## src/hw/rtl/c2u_pkg.sv

```systemverilog
package c2u_pkg;

  localparam int unsigned QueueDepthDefault = 2;

  localparam logic [15:0] LetterBase  = 16'h05D0;
  localparam logic [15:0] PointBase   = 16'h05B0;
  localparam logic [15:0] Replacement = 16'hFFFD;
  localparam logic [15:0] TwoByteMin  = 16'h0080;
  localparam logic [15:0] ThreeByteMin = 16'h0800;

  localparam logic [1:0] NumOne   = 2'd1;
  localparam logic [1:0] NumTwo   = 2'd2;
  localparam logic [1:0] NumThree = 2'd3;

  // one character, already encoded
  typedef struct packed {
    logic [1:0] nbytes;
    logic [7:0] b0;
    logic [7:0] b1;
    logic [7:0] b2;
  } c2u_enc_t;

  function automatic logic [15:0] to_code_point(input logic [7:0] b);
    logic [15:0] cp;
    cp = Replacement;
    if (b < 8'h80) begin
      cp = {8'h00, b};
    end else if (b >= 8'hE0 && b <= 8'hFA) begin
      cp = LetterBase + {8'h00, b - 8'hE0};
    end else if (b >= 8'hC0 && b <= 8'hD1) begin
      cp = PointBase + {8'h00, b - 8'hC0};
    end else begin
      unique case (b)
        8'hA0:   cp = 16'h00A0;
        8'hA4:   cp = 16'h20AA;
        8'hD3:   cp = 16'h05F3;
        8'hD4:   cp = 16'h05F4;
        8'hD7:   cp = 16'h05F0;
        8'hD8:   cp = 16'h05F1;
        8'h96:   cp = 16'h2013;
        8'h97:   cp = 16'h2014;
        8'h91:   cp = 16'h2018;
        8'h92:   cp = 16'h2019;
        8'h93:   cp = 16'h201C;
        8'h94:   cp = 16'h201D;
        8'h85:   cp = 16'h2026;
        default: cp = Replacement;
      endcase
    end
    return cp;
  endfunction

  function automatic c2u_enc_t encode(input logic [15:0] cp);
    c2u_enc_t e;
    e = '0;
    if (cp < TwoByteMin) begin
      e.nbytes = NumOne;
      e.b0     = cp[7:0];
    end else if (cp < ThreeByteMin) begin
      e.nbytes = NumTwo;
      e.b0     = {3'b110, cp[10:6]};
      e.b1     = {2'b10, cp[5:0]};
    end else begin
      e.nbytes = NumThree;
      e.b0     = {4'b1110, cp[15:12]};
      e.b1     = {2'b10, cp[11:6]};
      e.b2     = {2'b10, cp[5:0]};
    end
    return e;
  endfunction

endpackage

```

## src/hw/rtl/c2u_front.sv

```systemverilog
module c2u_front
  import c2u_pkg::*;
(
  input  logic       clk,
  input  logic       rst_n,
  input  logic       in_valid,
  output logic       in_ready,
  input  logic [7:0] in_byte,
  output logic       enc_valid,
  input  logic       enc_ready,
  output c2u_enc_t   enc
);

  logic     vld_r, vld_nxt;
  c2u_enc_t enc_r;

  assign in_ready  = !vld_r || enc_ready;
  assign enc_valid = vld_r;
  assign enc       = enc_r;

  always_comb begin
    vld_nxt = vld_r;
    if (in_ready) begin
      vld_nxt = in_valid;
    end
  end

  always_ff @(posedge clk) begin
    if (!rst_n) begin
      vld_r <= 1'b0;
    end else begin
      vld_r <= vld_nxt;
    end
  end

  always_ff @(posedge clk) begin
    if (in_valid && in_ready) begin
      enc_r <= encode(to_code_point(in_byte));
    end
  end

endmodule

```

## src/hw/rtl/c2u_queue.sv

```systemverilog
module c2u_queue
  import c2u_pkg::*;
#(
  parameter int unsigned Depth = QueueDepthDefault
) (
  input  logic     clk,
  input  logic     rst_n,
  input  logic     wr_valid,
  output logic     wr_ready,
  input  c2u_enc_t wr_data,
  output logic     rd_valid,
  input  logic     rd_ready,
  output c2u_enc_t rd_data
);

  localparam int unsigned PtrW = (Depth > 1) ? $clog2(Depth) : 1;
  localparam int unsigned CntW = $clog2(Depth + 1);

  c2u_enc_t            mem_r [Depth];
  logic [PtrW-1:0]     wr_ptr_r, wr_ptr_nxt;
  logic [PtrW-1:0]     rd_ptr_r, rd_ptr_nxt;
  logic [CntW-1:0]     cnt_r, cnt_nxt;
  logic                do_wr, do_rd;

  assign wr_ready = cnt_r != CntW'(Depth);
  assign rd_valid = cnt_r != '0;
  assign rd_data  = mem_r[rd_ptr_r];
  assign do_wr    = wr_valid && wr_ready;
  assign do_rd    = rd_valid && rd_ready;

  always_comb begin
    wr_ptr_nxt = wr_ptr_r;
    rd_ptr_nxt = rd_ptr_r;
    cnt_nxt    = cnt_r;
    if (do_wr) begin
      wr_ptr_nxt = (wr_ptr_r == PtrW'(Depth - 1)) ? '0 : wr_ptr_r + 1'b1;
    end
    if (do_rd) begin
      rd_ptr_nxt = (rd_ptr_r == PtrW'(Depth - 1)) ? '0 : rd_ptr_r + 1'b1;
    end
    if (do_wr && !do_rd) begin
      cnt_nxt = cnt_r + 1'b1;
    end else if (do_rd && !do_wr) begin
      cnt_nxt = cnt_r - 1'b1;
    end
  end

  always_ff @(posedge clk) begin
    if (!rst_n) begin
      wr_ptr_r <= '0;
      rd_ptr_r <= '0;
      cnt_r    <= '0;
    end else begin
      wr_ptr_r <= wr_ptr_nxt;
      rd_ptr_r <= rd_ptr_nxt;
      cnt_r    <= cnt_nxt;
    end
  end

  always_ff @(posedge clk) begin
    if (do_wr) begin
      mem_r[wr_ptr_r] <= wr_data;
    end
  end

endmodule

```

## src/hw/rtl/c2u_back.sv

```systemverilog
module c2u_back
  import c2u_pkg::*;
(
  input  logic       clk,
  input  logic       rst_n,
  input  logic       enc_valid,
  output logic       enc_ready,
  input  c2u_enc_t   enc,
  output logic       out_valid,
  input  logic       out_ready,
  output logic [7:0] out_byte,
  output logic       out_last
);

  c2u_enc_t   cur_r;
  logic       vld_r, vld_nxt;
  logic [1:0] idx_r, idx_nxt;
  logic       fire;

  assign out_valid = vld_r;
  assign out_last  = idx_r == (cur_r.nbytes - 1'b1);
  assign fire      = vld_r && out_ready;
  assign enc_ready = !vld_r || (fire && out_last);

  always_comb begin
    unique case (idx_r)
      2'd0:    out_byte = cur_r.b0;
      2'd1:    out_byte = cur_r.b1;
      default: out_byte = cur_r.b2;
    endcase
  end

  always_comb begin
    vld_nxt = vld_r;
    idx_nxt = idx_r;
    if (enc_ready) begin
      vld_nxt = enc_valid;
      idx_nxt = '0;
    end else if (fire) begin
      idx_nxt = idx_r + 1'b1;
    end
  end

  always_ff @(posedge clk) begin
    if (!rst_n) begin
      vld_r <= 1'b0;
      idx_r <= '0;
    end else begin
      vld_r <= vld_nxt;
      idx_r <= idx_nxt;
    end
  end

  always_ff @(posedge clk) begin
    if (enc_ready && enc_valid) begin
      cur_r <= enc;
    end
  end

endmodule

```

## src/hw/rtl/cp1255_to_utf8_transcoder_core.sv

```systemverilog
// path: an input byte passes the classify register, a queue entry and the output
// register before the first utf-8 byte of its character is transferred
// throughput: one output byte per cycle while out_tready is high, so the input rate
// follows each character's utf-8 length (1 to 3 bytes); the output serializer sets it
// reset: synchronous active-low rst_n empties the pipeline and the queue
module cp1255_to_utf8_transcoder_core
  import c2u_pkg::*;
#(
  parameter int unsigned QueueDepth = QueueDepthDefault
) (
  input  logic       clk,
  input  logic       rst_n,
  input  logic       in_tvalid,
  output logic       in_tready,
  input  logic [7:0] in_tdata,   // [7:0] code_byte
  output logic       out_tvalid,
  input  logic       out_tready,
  output logic [7:0] out_tdata,  // [7:0] utf8_byte
  output logic       out_tlast   // last_of_char
);

  c2u_enc_t front_enc, queue_enc;
  logic     front_valid, front_ready;
  logic     queue_valid, queue_ready;

  c2u_front u_front (
    .clk       (clk),
    .rst_n     (rst_n),
    .in_valid  (in_tvalid),
    .in_ready  (in_tready),
    .in_byte   (in_tdata),
    .enc_valid (front_valid),
    .enc_ready (front_ready),
    .enc       (front_enc)
  );

  c2u_queue #(
    .Depth (QueueDepth)
  ) u_queue (
    .clk      (clk),
    .rst_n    (rst_n),
    .wr_valid (front_valid),
    .wr_ready (front_ready),
    .wr_data  (front_enc),
    .rd_valid (queue_valid),
    .rd_ready (queue_ready),
    .rd_data  (queue_enc)
  );

  c2u_back u_back (
    .clk       (clk),
    .rst_n     (rst_n),
    .enc_valid (queue_valid),
    .enc_ready (queue_ready),
    .enc       (queue_enc),
    .out_valid (out_tvalid),
    .out_ready (out_tready),
    .out_byte  (out_tdata),
    .out_last  (out_tlast)
  );

endmodule

```

## config.mk

```make
export PLATFORM = sky130hd
export DESIGN_NAME = cp1255_to_utf8_transcoder_core
export DESIGN_NICKNAME = d
export VERILOG_FILES = /design/src/hw/rtl/c2u_pkg.sv /design/src/hw/rtl/c2u_front.sv /design/src/hw/rtl/c2u_queue.sv /design/src/hw/rtl/c2u_back.sv /design/src/hw/rtl/cp1255_to_utf8_transcoder_core.sv
export SDC_FILE = /design/constraint.sdc
export NUM_CORES = 1
export LEC_CHECK = 0
export ABC_AREA = 1
export CELL_PAD_IN_SITES_DETAIL_PLACEMENT = 0
export CELL_PAD_IN_SITES_GLOBAL_PLACEMENT = 2
export CORE_ASPECT_RATIO = 0.5
export CORE_MARGIN = 4
export CORE_UTILIZATION = 34
export DETAILED_ROUTE_END_ITERATION = 12
export DONT_BUFFER_PORTS = 1
export GPL_ROUTABILITY_DRIVEN = 1
export PLACE_DENSITY = 0.71
export RECOVER_POWER = 100
export SLEW_MARGIN = 20
export SYNTH_ARGS = -nofsm -noshare
export SYNTH_HDL_FRONTEND = slang
export SYNTH_HIERARCHICAL = 1
export SYNTH_SLANG_ARGS = --single-unit
```

## constraint.sdc

```tcl
create_clock -name clk -period 2.75 [get_ports clk]
set_input_delay 0.4125 -clock clk [delete_from_list [all_inputs] [get_ports clk]]
set_output_delay 0.4125 -clock clk [all_outputs]
set_load 0.01 [all_outputs]
```

==> key figures <==
STA
  – Setup total negative slack: 0 ns
  – RSZ-0062 raised after global routing: no
  – Final period demand of the worst path: around 2.3 ns
  – Slew @ Worst Pin: 1.57 ns
  – Slew headroom: -4.73%
  – Hold Vio Cnt, Final: 0
  – Setup Skew: about 0.0063 ns
  – Max frequency: between 400 and 500 MHz
  – Final worst slack: about 0.42 ns
  – Setup-failing EPs final: 0
  – Final worst-path cycle share: a little over four fifths
  – Max-slew violation count: 27

Power
  – Power Dens Cells: about 810 mW/mm2
  – Power share of the clock group: 26.8%
  – Sw frac: roughly 28%
  – IR drop worst, VDD: 0.288 mV
  – Combinational share of power: between 20% and 30%
  – Cell Int Power: 3200 uW
  – NetSw: between 1000 and 1500 uW
  – Flop pwr share: between 50% and 60%
  – Lkg Pwr: 0.00217 uW

Die
  – Num rows: 31
  – Initial core utilization: about a third
  – Core area: between 0.01 and 0.015 mm2
  – Die Ht: approximately 95 um
  – Die extent in x: about 180 um
  – Die area: approximately 0.017 mm2
  – I/O pin cnt: 23

Routing
  – DRC errors left: 0
  – Vias: 2993
  – Drt wl/cell: approximately 15 um
  – Pre-Repair DR Iteration Count: 4
  – Detail Route Antenna Nets: 0
  – Routed wire length: about 10000 um
  – Vias per inst: around 4.6
  – Initial DRC Count: 144

Clock tree
  – Maximum buffer depth of the clock tree: 2
  – # clock sinks: 110
  – Inserted Clock Buffers: 9
  – Hold bufs inserted after CTS: 0
  – TritonCTS clock tree: done
  – Setup Buffers After CTS: 0
  – Post-CTS resize count: 0
  – Clock Pin Slew Worst Setup and Hold Paths: roughly 0.070 ns
  – CTS root buf: clkbuf_16
  – H-tree depth: 3
  – Clock Latency Late Sink: 0.34 ns

Synth
  – Ys Warns: 6
  – Synth Cell Area: 0.00519 mm2
  – Most used DFF post-synth: edfxtp_1
  – Yosys cell types: 38
  – Register area share after synthesis: around three fifths
  – Average size of a mapped cell: 11.6 um2
  – Synthesized flop and latch total: 110
  – Mapped Cells: around 450
  – Post-synth ARST share: 0%
  – Post-synth EDFFs: between 100 and 150

Setup path
  – Flop2flop setup slack: 0.61 ns
  – CP startpoint kind: input pin
  – Required @ worst endpoint: 2.81 ns
  – Crit path max fanout: 14
  – Critical path class: input pin to flip-flop
  – CP Data Arrival Time: between 2 and 2.5 ns
  – FF-to-FF path depth: 2
  – Critical Path Sink: u_front/enc[12]
  – CP Capture Type: flip-flop
  – Capturing point of the worst reg2reg path: u_back/cur_r[5]
  – Critical Path Source: in_tdata[5]

Placed design
  – Dpl cells: 638
  – Dpl hpwl: between 6000 and 7000 um
  – Placer Congestion: around 0.83
  – Dpl ws: around 0.23 ns
  – # port buffers: 0

Global routing
  – Global-route wire length before repair: roughly 16000 um
  – Grt ovf: 0
  – GRT Total Usage: approximately an eighth
  – Largest net degree at the start of global routing: 27
  – Vias in the first global route: 3047
  – Initial antenna violation count: 0

Cells and area
  – Layout fillers: between 1k and 1.5k
  – Layout Utilization: a little under two fifths
  – P&R area growth vs syn: 6.78%
  – N_diodes: 0
  – Nets: approximately 480
  – Fin cells: between 600 and 700
  – Share of cells above drive strength 1: between 10% and 20%

Job
  – Max-Cap Viols: 1

Status
  – Failing checks: capacitance limit, slew limit
  – Status: complete, but fails checks

Min path
  – Worst min-delay path class: input pin to flip-flop
## cells in the final DEF (no fill, tap or decap), types with 2 or more instances in the layout
cell type    n
a21boi_0     2
a21oi_1     15
a22oi_1      8
clkbuf_1     3
clkbuf_16    9
clkbuf_2     3
clkinv_4     2
conb_1       2
dfxtp_1      9
edfxtp_1   101
ha_1        14
inv_1       39
inv_2        6
inv_8        2
mux2_1      18
mux2_2       6
mux2_4       2
nand2_1    106
nand2_2      5
nand3_1     24
nand3_2      3
nand4_1      2
nor2_1      37
nor2_2       7
o21ai_0     13
xor2_1       2
## per-stage QoR
step	hold slack, ns	power [uW]	cell area, um2
global route	0.148	4750	5540
detailed placement	0.430	3460	5370
finish	0.169	4470	5540
floorplan	0.421	3280	5190
CTS	0.152	4670	5650
global placement	0.422	3450	5370
## worst min-delay path by stage
stage                     depth (start not counted)                    to       startpoint  slack [ns]
after global placement                            0   u_queue/mem_r[0][5]   u_front/enc[5]        0.42
after global routing                              0       u_front/enc[23]      in_tdata[7]        0.15
final                                             0       u_front/enc[23]      in_tdata[7]        0.17
after floorplan                                   0   u_queue/mem_r[0][0]   u_front/enc[0]        0.42
after CTS                                         0       u_front/enc[23]      in_tdata[7]        0.15
after detailed placement                          0  u_queue/mem_r[0][21]  u_front/enc[21]        0.43
## routing by layer
metal,track usage [%],wire [um],vias up,part of all wire [%]
li1,-,-,1532,-
met1,15.8,4740,1393,48
met2,19.8,4420,55,45
met3,2.90,428,13,4.4
met4,4.49,203,0,2.1
met5,0,0,-,0
## logic make-up (layout without fill, tap and decap cells)
logic type	count (synthesis)	after routing	synth area share [%]
AND/OR/NAND/NOR	189	189	16.3
flip-flops	110	110	61.9
buffers and inverters	60	67	5.67
AO/OA/AOI/OAI	45	45	5.09
multiplexers	26	26	7.09
adder cells (fa/ha/maj)	14	14	3.38
XOR/XNOR	3	3	0.507
other	1	2	0.0723
## synth_stat cells (all sizes together), types with 2 or more instances
library cell    n  share of area, %
a21boi          3              0.43
a21oi          15               1.4
a22oi           8               1.2
buf            11               2.1
clkbuf          4              0.29
dfxtp           9               3.5
edfxtp        101                58
ha             14               3.4
inv            45               3.3
mux2           26               7.1
nand2         112               8.5
nand3          27               3.2
nand4           2              0.24
nor2           46               4.1
o21ai          14               1.4
xor2            2              0.34
## power groups by stage
stage          clock network (uW)  logic (uW)  registers (uW)
2_1_floorplan                   0         889            2390
3_3_place_gp                    0        1040            2400
3_5_place_dp                    0        1050            2410
4_1_cts                      1250        1050            2380
5_1_grt                      1320        1030            2410
6_report                     1200         901            2370
## cell type report
cell class	count	area (um2)	share of cell area, %
clock buffer	9	225	4.07
clock inverter	7	56.3	1.02
inverter	45	169	3.05
multi-input combinational	279	1600	28.9
sequential	110	3210	58.0
tap	198	248	4.47
timing repair buffer	6	26.3	0.474
## state kept, by name (all words and copies together) (netlist names), named ones only
signal and flops:
u_queue/mem_r 52, u_back/cur_r 26, u_front/enc 23, u_back/idx_r 2
u_queue/cnt_r 2, u_back/out_valid 1, u_front/enc_valid 1, u_queue/rd_ptr_r 1
u_queue/wr_ptr_r 1
## worst max-delay path: stages
cell and delay, ns:
inv_1 0.14, ha_1 0.26, nand2_1 0.09, inv_1 0.14, nand2_1 0.08, nand3_1 0.06
nand2_1 0.12, nor2_1 0.23, inv_1 0.16, nor2_8 0.16, nand2_4 0.13, inv_1 0.17
nand3_1 0.12, nand2_1 0.08, nor2_1 0.04
No activity file was read; power rests on OpenSTA's default activity.
